===== config.mk =====
export PLATFORM = sky130hd
export DESIGN_NAME = four_connected_line_walker
export DESIGN_NICKNAME = d
export VERILOG_FILES = /design/src/sv/fclw_pkg.sv /design/src/sv/four_connected_line_walker.sv
export SDC_FILE = /design/constraint.sdc
export NUM_CORES = 1
export LEC_CHECK = 0
export ABC_AREA = 0
export BUFFER_PORTS_ARGS = -buffer_cell sky130_fd_sc_hd__buf_2
export CORE_MARGIN = 8
export CORE_UTILIZATION = 60
export CTS_CLUSTER_DIAMETER = 40
export DETAILED_ROUTE_END_ITERATION = 12
export PLACE_DENSITY = 0.89
export RECOVER_POWER = 50
export SYNTH_ARGS = -nofsm -noshare
export SYNTH_HDL_FRONTEND = slang
export SYNTH_SLANG_ARGS = --single-unit

===== constraint.sdc =====
create_clock -name i_clk -period 5.7 [get_ports i_clk]
set_clock_uncertainty 0.15 [all_clocks]
set_input_delay 0.57 -clock i_clk [delete_from_list [all_inputs] [get_ports i_clk]]
set_output_delay 0.57 -clock i_clk [all_outputs]
set_load 0.01 [all_outputs]

===== src/sv/fclw_pkg.sv =====
// ============================================================================
// fclw_pkg: shared types and microcode for the four-connected line walker
// Holds the item structs, the datapath widths and the sequencer program ROM.
// ============================================================================
`timescale 1ns / 1ps

package fclw_pkg;

    // Grid and datapath widths
    localparam int GRID_SIZE = 32;
    localparam int COORD_W   = 5;
    localparam int ERR_W     = COORD_W + 3;
    localparam int UPC_W     = 3;

    typedef logic [COORD_W-1:0] t_coord;
    typedef logic [UPC_W-1:0]   t_upc;

    // Input item: start and target cells
    typedef struct packed {
        t_coord start_x;
        t_coord start_y;
        t_coord goal_x;
        t_coord goal_y;
    } t_in_item;

    // Result item: one path cell
    typedef struct packed {
        t_coord point_x;
        t_coord point_y;
        logic   corner_step;
        logic   last_point;
    } t_out_item;

    // Datapath operation selected by a control word
    typedef enum logic [2:0] {
        OP_NONE,
        OP_LOAD,
        OP_SETUP,
        OP_MAJ,
        OP_MIN
    } t_op;

    // Branch condition selected by a control word
    typedef enum logic [1:0] {
        C_ALWAYS,
        C_IN,
        C_ERR_NEG,
        C_LAST
    } t_cond;

    // One control word: datapath op, emit controls, two-way branch
    typedef struct packed {
        t_op   op;
        logic  emit;
        logic  corner;
        t_cond cond;
        t_upc  jt;
        t_upc  jf;
    } t_ctl;

    // Program addresses
    localparam t_upc U_IDLE   = 3'd0;
    localparam t_upc U_SETUP  = 3'd1;
    localparam t_upc U_START  = 3'd2;
    localparam t_upc U_MOVE   = 3'd3;
    localparam t_upc U_CORNER = 3'd4;
    localparam t_upc U_CELL   = 3'd5;

    // Program ROM
    function automatic t_ctl ctl_rom(input t_upc a);
        t_ctl w;
        w = '{op: OP_NONE, emit: 1'b0, corner: 1'b0, cond: C_ALWAYS,
              jt: U_IDLE, jf: U_IDLE};
        unique case (a)
            // wait for an item and load it
            U_IDLE: begin
                w = '{op: OP_LOAD, emit: 1'b0, corner: 1'b0, cond: C_IN,
                      jt: U_SETUP, jf: U_IDLE};
            end
            // pick major axis, directions and initial error
            U_SETUP: begin
                w = '{op: OP_SETUP, emit: 1'b0, corner: 1'b0, cond: C_ALWAYS,
                      jt: U_START, jf: U_START};
            end
            // emit start cell, done if already at target
            U_START: begin
                w = '{op: OP_NONE, emit: 1'b1, corner: 1'b0, cond: C_LAST,
                      jt: U_IDLE, jf: U_MOVE};
            end
            // step major axis, skip corner when error is negative
            U_MOVE: begin
                w = '{op: OP_MAJ, emit: 1'b0, corner: 1'b0, cond: C_ERR_NEG,
                      jt: U_CELL, jf: U_CORNER};
            end
            // emit corner cell, then step minor axis
            U_CORNER: begin
                w = '{op: OP_MIN, emit: 1'b1, corner: 1'b1, cond: C_ALWAYS,
                      jt: U_CELL, jf: U_CELL};
            end
            // emit path cell, loop until target reached
            U_CELL: begin
                w = '{op: OP_NONE, emit: 1'b1, corner: 1'b0, cond: C_LAST,
                      jt: U_IDLE, jf: U_MOVE};
            end
            default: begin
                w = '{op: OP_NONE, emit: 1'b0, corner: 1'b0, cond: C_ALWAYS,
                      jt: U_IDLE, jf: U_IDLE};
            end
        endcase
        return w;
    endfunction

endpackage


===== src/sv/four_connected_line_walker.sv =====
// ============================================================================
// four_connected_line_walker: 4-connected Bresenham line generator
// Emits every cell from a start cell to a target cell, marking corner cells
// and the final cell, under control of a small microcode program.
// ============================================================================
// Each accepted item yields 1 + dmaj + dmin cells, where dmaj and dmin are the
// larger and smaller axis distances; the start cell comes first, a corner cell
// precedes each minor-axis step, and the final cell carries last_point. The
// block takes one item at a time: o_in_ready is high only while the sequencer
// sits at its idle step. For each item the sequencer loads it, sets up the
// major axis, directions and initial error, and emits the start cell; its
// microcode loop then steps the major axis and emits the cell, with an extra
// step for each corner cell. Coordinates above GRID_SIZE-1 are
// saturated before the walk. Results leave through an output register, so the
// last cell of one path may still wait there while the next item is taken.
`timescale 1ns / 1ps

module four_connected_line_walker (
    input  logic                i_clk,
    input  logic                i_rst_n,
    input  logic                i_in_valid,
    output logic                o_in_ready,
    input  fclw_pkg::t_in_item  i_in_item,
    output logic                o_out_valid,
    input  logic                i_out_ready,
    output fclw_pkg::t_out_item o_out_item
);

    // Sequencer state
    fclw_pkg::t_upc      r_upc;
    fclw_pkg::t_upc      n_upc;
    fclw_pkg::t_ctl      w_ctl;
    logic                w_stall;
    logic                w_cond;
    logic                w_last;

    // Datapath registers
    fclw_pkg::t_coord    r_pos_maj;
    fclw_pkg::t_coord    r_pos_min;
    fclw_pkg::t_coord    r_tgt_maj;
    fclw_pkg::t_coord    r_tgt_min;
    fclw_pkg::t_coord    r_dmaj;
    fclw_pkg::t_coord    r_dmin;
    logic                r_maj_y;
    logic                r_smaj_neg;
    logic                r_smin_neg;
    logic signed [fclw_pkg::ERR_W-1:0] r_err;

    // Setup helpers
    fclw_pkg::t_coord    w_dx;
    fclw_pkg::t_coord    w_dy;
    logic                w_swap;
    fclw_pkg::t_coord    w_dbig;
    fclw_pkg::t_coord    w_dsml;
    logic signed [fclw_pkg::ERR_W-1:0] w_dmin2;
    logic signed [fclw_pkg::ERR_W-1:0] w_dmaj2;
    logic signed [fclw_pkg::ERR_W-1:0] w_dbig1;
    logic signed [fclw_pkg::ERR_W-1:0] w_dsml2;

    // Output register
    logic                r_out_valid;
    fclw_pkg::t_out_item r_out_item;

    // Saturate a coordinate to the grid
    function automatic fclw_pkg::t_coord clamp(input fclw_pkg::t_coord v);
        fclw_pkg::t_coord lim;
        lim = fclw_pkg::COORD_W'(fclw_pkg::GRID_SIZE - 1);
        return (v > lim) ? lim : v;
    endfunction

    // Fetch control word
    assign w_ctl      = fclw_pkg::ctl_rom(r_upc);
    assign o_in_ready = (r_upc == fclw_pkg::U_IDLE);

    // Hold the step while an emit finds the output slot occupied
    assign w_stall = w_ctl.emit && r_out_valid && !i_out_ready;
    assign w_last  = (r_pos_maj == r_tgt_maj);

    // Branch condition
    always_comb begin
        unique case (w_ctl.cond)
            fclw_pkg::C_ALWAYS:  w_cond = 1'b1;
            fclw_pkg::C_IN:      w_cond = i_in_valid;
            fclw_pkg::C_ERR_NEG: w_cond = r_err[fclw_pkg::ERR_W-1];
            fclw_pkg::C_LAST:    w_cond = w_last;
            default:             w_cond = 1'b0;
        endcase
    end

    // Next step
    always_comb begin
        if (w_stall) begin
            n_upc = r_upc;
        end else begin
            n_upc = w_cond ? w_ctl.jt : w_ctl.jf;
        end
    end

    // Axis distances and error terms
    assign w_dx    = (r_tgt_maj >= r_pos_maj) ? (r_tgt_maj - r_pos_maj)
                                              : (r_pos_maj - r_tgt_maj);
    assign w_dy    = (r_tgt_min >= r_pos_min) ? (r_tgt_min - r_pos_min)
                                              : (r_pos_min - r_tgt_min);
    assign w_swap  = (w_dx < w_dy);
    assign w_dbig  = w_swap ? w_dy : w_dx;
    assign w_dsml  = w_swap ? w_dx : w_dy;
    assign w_dbig1 = $signed(fclw_pkg::ERR_W'(w_dbig));
    assign w_dsml2 = $signed(fclw_pkg::ERR_W'({w_dsml, 1'b0}));
    assign w_dmin2 = $signed(fclw_pkg::ERR_W'({r_dmin, 1'b0}));
    assign w_dmaj2 = $signed(fclw_pkg::ERR_W'({r_dmaj, 1'b0}));

    // Sequencer register
    always_ff @(posedge i_clk) begin
        if (!i_rst_n) begin
            r_upc <= fclw_pkg::U_IDLE;
        end else begin
            r_upc <= n_upc;
        end
    end

    // Datapath
    always_ff @(posedge i_clk) begin
        if (!w_stall) begin
            unique case (w_ctl.op)
                fclw_pkg::OP_LOAD: begin
                    if (i_in_valid) begin
                        r_pos_maj <= clamp(i_in_item.start_x);
                        r_pos_min <= clamp(i_in_item.start_y);
                        r_tgt_maj <= clamp(i_in_item.goal_x);
                        r_tgt_min <= clamp(i_in_item.goal_y);
                    end
                end
                fclw_pkg::OP_SETUP: begin
                    r_maj_y <= w_swap;
                    r_dmaj  <= w_dbig;
                    r_dmin  <= w_dsml;
                    r_err   <= w_dsml2 - w_dbig1;
                    if (w_swap) begin
                        r_pos_maj  <= r_pos_min;
                        r_pos_min  <= r_pos_maj;
                        r_tgt_maj  <= r_tgt_min;
                        r_tgt_min  <= r_tgt_maj;
                        r_smaj_neg <= !(r_pos_min < r_tgt_min);
                        r_smin_neg <= !(r_pos_maj < r_tgt_maj);
                    end else begin
                        r_smaj_neg <= !(r_pos_maj < r_tgt_maj);
                        r_smin_neg <= !(r_pos_min < r_tgt_min);
                    end
                end
                fclw_pkg::OP_MAJ: begin
                    r_pos_maj <= r_smaj_neg ? (r_pos_maj - 1'b1) : (r_pos_maj + 1'b1);
                    if (r_err[fclw_pkg::ERR_W-1]) begin
                        r_err <= r_err + w_dmin2;
                    end
                end
                fclw_pkg::OP_MIN: begin
                    r_pos_min <= r_smin_neg ? (r_pos_min - 1'b1) : (r_pos_min + 1'b1);
                    r_err     <= r_err + w_dmin2 - w_dmaj2;
                end
                default: begin
                end
            endcase
        end
    end

    // Output register: load on emit, drop on accept
    always_ff @(posedge i_clk) begin
        if (!i_rst_n) begin
            r_out_valid <= 1'b0;
        end else if (!w_stall && w_ctl.emit) begin
            r_out_valid <= 1'b1;
        end else if (i_out_ready) begin
            r_out_valid <= 1'b0;
        end
    end

    always_ff @(posedge i_clk) begin
        if (!w_stall && w_ctl.emit) begin
            r_out_item.point_x     <= r_maj_y ? r_pos_min : r_pos_maj;
            r_out_item.point_y     <= r_maj_y ? r_pos_maj : r_pos_min;
            r_out_item.corner_step <= w_ctl.corner;
            r_out_item.last_point  <= !w_ctl.corner && w_last;
        end
    end

    assign o_out_valid = r_out_valid;
    assign o_out_item  = r_out_item;

endmodule


* Word level (Yosys, flattened, before mapping)
Index checks and enable logic that the tools add are counted. W data, S select, Z words.
Cells by class: add/sub/neg operators 11, eq/ne operators 16, muxes and demuxes 33, bitwise gates (word level) 1, reduce and logical (&&, ||, !) cells 23, magnitude comparators 9
Operators with widths (count):
- $mux W5 | 20
- $pmux W13 S5 | 1
- $pmux W5 S3 | 2
- $pmux W8 S3 | 1
- $gt A5 B5 Y1 const B | 4
- $pmux W5 S2 | 2
- $sub A5 B5 Y5 | 4
- $lt A5 B5 Y1 | 3
- $eq A3 B2 Y1 const B | 4
- $reduce_and A4 Y1 | 3
- $add A5 B1 Y5 const B | 2
- $ge A5 B5 Y1 | 2
- $sub A5 B1 Y5 const B | 2
- $eq A3 B3 Y1 const B | 3
- $reduce_bool A3 Y1 | 3
- $add A8 B7 Y8 | 1
- $mux W8 | 1
- $sub A8 B7 Y8 | 1
- $sub A6 B5 Y7 | 1
- $eq A3 B1 Y1 const B | 2
- $ne A2 B2 Y1 const B | 3
- $eq A5 B5 Y1 | 1
- $logic_not A1 Y1 | 5
- $eq A2 B2 Y1 const B | 2
- 12 further kinds | 20
Storage, ports and cells: output and inout bits 14, logic and storage cells 110, input bits 24, bits in registers 57

* Logic depth before layout (Yosys ltp)
depth after elaboration 8, gate-level depth with buffers 26, mapped depth without buffers 25

* Least setup slack after synthesis
Ideal clock, no wire load.
path type flip-flop to flip-flop, start point register r_pos_min[1], end point register r_err[5] in the netlist's numbering, data pin, data required time 5.415 ns, slack 0.759 ns, cell stages (with the launch flop) 21, buffers on the path 2, library setup time 0.135 ns, clock period less this slack 4.941 ns, data arrival time 4.656 ns, path through edfxtp_1 > inv_1 > ha_1 > nor2b_1 > a41oi_1 > o21a_1 > buf_4 > mux2i_1 > xnor2_1 > ha_1 > a21boi_1 > or3_1 > inv_1 > buf_2 > mux2i_1 > ha_1 > a21oi_1 > o21ai_0 > maj3_2 > or4_1 > nand3_1
On the way: word-level cells in the longest chain between the ends 6, elaborated cells on any way between the ends 9, those cells by class 3 x add/sub; 2 x order compare; 4 x mux
RTL lines:
- start, declared | line four_connected_line_walker.sv:39 | fclw_pkg::t_coord r_pos_min;
- start signal, assigned | line four_connected_line_walker.sv:128 | r_pos_min <= clamp(i_in_item.start_y);
- start signal, assigned | line four_connected_line_walker.sv:140 | r_pos_min <= r_pos_maj;
- start signal, assigned | line four_connected_line_walker.sv:157 | r_pos_min <= r_smin_neg ? (r_pos_min - 1'b1) : (r_pos_min + 1'b1);
- $sub A5 B5 Y5, or another cell as far along | line four_connected_line_walker.sv:103 | : (r_pos_min - r_tgt_min);
- $mux W5 (*) | line four_connected_line_walker.sv:102 | assign w_dy = (r_tgt_min >= r_pos_min) ? (r_tgt_min - r_pos_min)
- $lt A5 B5 Y1 (*) | line four_connected_line_walker.sv:104 | assign w_swap = (w_dx < w_dy);
- named net w_swap | line four_connected_line_walker.sv:52 | logic w_swap;
- $mux W5 (*) | line four_connected_line_walker.sv:106 | assign w_dsml = w_swap ? w_dx : w_dy;
- named net w_dsml[1] | line four_connected_line_walker.sv:54 | fclw_pkg::t_coord w_dsml;
- $sub A6 B5 Y7 (*) | line four_connected_line_walker.sv:137 | r_err <= w_dsml2 - w_dbig1;
- $pmux W8 S3 (*) | line four_connected_line_walker.sv:124 | unique case (w_ctl.op)
- end signal, assigned | line four_connected_line_walker.sv:137
- end signal, assigned | line four_connected_line_walker.sv:153 | r_err <= r_err + w_dmin2;
- end signal, assigned | line four_connected_line_walker.sv:158 | r_err <= r_err + w_dmin2 - w_dmaj2;
- end, declared | line four_connected_line_walker.sv:47 | logic signed [fclw_pkg::ERR_W-1:0] r_err;
Mark *: on every way through the listed nets, which the timed path passes. The rest lies on a longest branch. A chain may end at the register's enable or synchronous reset.

* Final worst setup path
start point register r_pos_min[3], end point register r_err[7] in the netlist's numbering, data pin
On the way: word-level cells in the longest chain between the ends 6, elaborated cells on any way between the ends 9, those cells by class 3 x add/sub; 2 x order compare; 4 x mux
RTL lines:
- $sub A5 B5 Y5, or another cell as far along | line four_connected_line_walker.sv:103
- $mux W5 (*) | line four_connected_line_walker.sv:102
- $lt A5 B5 Y1 | line four_connected_line_walker.sv:104
- $mux W5 (*) | line four_connected_line_walker.sv:105 | assign w_dbig = w_swap ? w_dy : w_dx;
- named net w_dbig[0] | line four_connected_line_walker.sv:53 | fclw_pkg::t_coord w_dbig;
- $sub A6 B5 Y7 (*) | line four_connected_line_walker.sv:137
- $pmux W8 S3 (*) | line four_connected_line_walker.sv:124
Marked as above.

==> flow_metrics.env <==
export IMPL_fin_crit_sh_pct=95.22
export IMPL_die_x_um=102.3
export IMPL_area_growth_pct=8.350
export IMPL_drv_slew=0
export IMPL_fin_nets=562
export IMPL_numCtsBuffers=5
export IMPL_wl_um=10450
export IMPL_dieArea_um2=10460
export IMPL_max_cap_violations=0
export IMPL_std_cell_rows=31
export IMPL_reg2reg_to="r_err[7]"
export IMPL_synth_area_um2=4466
export IMPL_drc=0
export IMPL_synth_distinct_cells=59
export IMPL_gr_usage_all_layers_pct=21.26
export IMPL_arrival_ps=5470
export IMPL_routed_wl_met3_um=582
export IMPL_min_to="r_upc[2]"
export IMPL_synth_top_area_cell="edfxtp_1"
export IMPL_place_hpwl_um=8266
export IMPL_yosysSeqAreaShare_pct=36.76
export IMPL_ys_async_sr_fraction_pct=0
export IMPL_coreArea_um2=7214
export IMPL_startpoint="r_pos_min[3]"
export IMPL_hold_class="in2reg"
export IMPL_wl_per_cell_um=17.90
export IMPL_grt_overflow_total=0
export IMPL_drt_iter0_drc=311
export IMPL_synth_top_area_share_pct=34.97
export IMPL_finalCriticalPeriod_ps=5427
export IMPL_ant_nets=0
export IMPL_hp_start="i_rst_n"
export IMPL_highest_layer="met4"
export IMPL_diodes=0
export IMPL_clk_latency_ps=320
export IMPL_die_h_um=102.3
export IMPL_rsz0062_at_grt="false"
export IMPL_avgSynthCellArea_um2=9.990
export IMPL_place_ws_ps=145.6
export IMPL_grt_first_pass_wirelength_um=17260
export IMPL_hold_depth=2
export IMPL_cts_buffer_depth=2
export IMPL_yosys_most_used_dff="edfxtp_1"
export IMPL_wl_met2_um=5266
export IMPL_finalSetupViolations=0
export IMPL_yosys_register_bits=56
export IMPL_ff2ff_setup_slack_ps=270
export IMPL_reg2reg_from="r_pos_min[3]"
export IMPL_crit_type="reg2reg"
export IMPL_root_buffer="clkbuf_8"
export IMPL_setup_tns_ps=0
export IMPL_ys_top_cells_by_count="edfxtp_1 (52), inv_1 (46), ha_1 (44)"
export IMPL_synth_area_leaders="edfxtp_1 (35%), ha_1 (12%), fa_1 (4.0%)"
export IMPL_synthCells=447
export IMPL_clk_pin_slew_worst_paths_ps=100
export IMPL_yosysMostFrequentCell="edfxtp_1"
export IMPL_drive_gt1_share_pct=12.16
export IMPL_clock_sinks=56
export IMPL_worstRegToRegCells=18
export IMPL_fmax_mhz=184.3
export IMPL_first_pass_iters=5
export IMPL_synth_nets=524
export IMPL_drt_met1_wl_um=4337
export IMPL_crit_path_max_fanout=14
export IMPL_hold_viol=0
export IMPL_gp_congestion=0.9609
export IMPL_crit_required_ps=5740
export IMPL_hold_buffers=0
export IMPL_dr_total_vias=3468
export IMPL_grt_pass1_vias=3503
export IMPL_slew_headroom_pct=24.18
export IMPL_io_pins=38
export IMPL_final_util_pct=67.07
export IMPL_htree_levels=2
export IMPL_status="complete, no violations"
export IMPL_cp_start_kind="flop"
export IMPL_tightest_slew_ps=1133
export IMPL_start_util_pct=61.90
export IMPL_cts_tree="done"
export IMPL_yosys_warnings=0
export IMPL_grt_max_degree=21
export IMPL_via_per_inst=5.938
export IMPL_setup_slack_ps=272.7
export IMPL_end_kind="flop"
export IMPL_antenna_found_initial=0
export IMPL_io_buffers=37
export IMPL_synth_edf_count=52
flip-flops by register name, summed over array words and instances, names as in the netlist, 3 cells and up:
name        count
r_pos_min       5
r_err           7
r_tgt_maj       5
r_dmaj          5
o_out_item     12
r_upc           3
r_dmin          5
r_tgt_min       5
r_pos_maj       5
per-layer routing:
metal  GRT usage [%]  vias to the layer above
met5               0                        -
met4           8.352                        0
met3           3.747                       25
met2           36.93                      115
met1           25.41                     1657
li1                -                     1671
critical path, stage by stage (launching register included):
cell and delay (ps):
edfxtp_1 500, inv_1 90, ha_1 430, a41o_1 270
a21oi_1 210, o21a_2 260, mux2i_1 300, xnor2_2 190
ha_1 300, a21boi_1 130, or3_1 400, clkinvlp_4 240
mux2i_1 370, fa_1 280, inv_1 50, a21o_1 170
maj3_2 350, a2111oi_4 430, a221o_1 170
layout make-up:
type,count,area (µm²)
Clock buffer,6,72.57
Clock inverter,1,5.005
Fill cell,576,2376
Inverter,48,183.9
Multi-Input combinational cell,328,2584
Sequential cell,56,1642
Tap cell,99,123.9
Timing Repair Buffer,46,227.7
cells by family after synthesis:
logic type,after synthesis,synth area share [%]
compound gates,116,18.07
xor+xnor,25,4.903
fa+ha+maj,55,16.87
buf+inv,63,5.660
flops,56,36.76
mux,24,5.660
simple gates,108,12.08
through the flow:
step | area (µm²) | cells | hold WS (ps)
3_3_place_gp | 4772 | 577 | 424.4
3_5_place_dp | 4772 | 577 | 428.5
4_1_cts | 4850 | 584 | 344.5
5_1_grt | 4838 | 584 | 346.2
2_1_floorplan | 4466 | 447 | 429.1
6_report | 4838 | 584 | 347.7
cell usage in the layout (no fill, tap or decap), types with 3 or more instances in the layout:
cell type	n
a211oi_1	4
a21boi_0	4
a21o_1	14
a21oi_1	29
a221o_1	3
a22oi_1	4
buf_2	23
buf_4	7
clkbuf_1	17
clkbuf_8	5
dfxtp_1	4
edfxtp_1	52
fa_1	9
ha_1	44
inv_1	45
mux2_2	10
mux2i_1	14
nand2_1	41
nand2b_1	10
nand3_1	4
nand3b_1	4
nor2_1	22
nor2b_1	10
nor3_1	3
o2111ai_1	3
o21a_1	5
o21ai_0	28
o221ai_1	4
xnor2_1	18
xor2_1	6
worst max-delay path by stage:
| stage | to | cells past startpoint |
|---|---|---|
| floorplan | r_err[5] | 20 |
| global placement | r_err[7] | 18 |
| detailed placement | r_err[7] | 18 |
| CTS | r_err[7] | 18 |
| global route | r_err[5] | 19 |
| finish | r_err[7] | 18 |
repair_timing:
item                                    4_1_cts  5_1_grt
resized for setup                             0        4
setup buffers                                 0        0
endpoints found under the setup margin        0        4
Power is not shown: default switching activity piles up to over one toggle a cycle in this logic, so the estimate is an artifact.
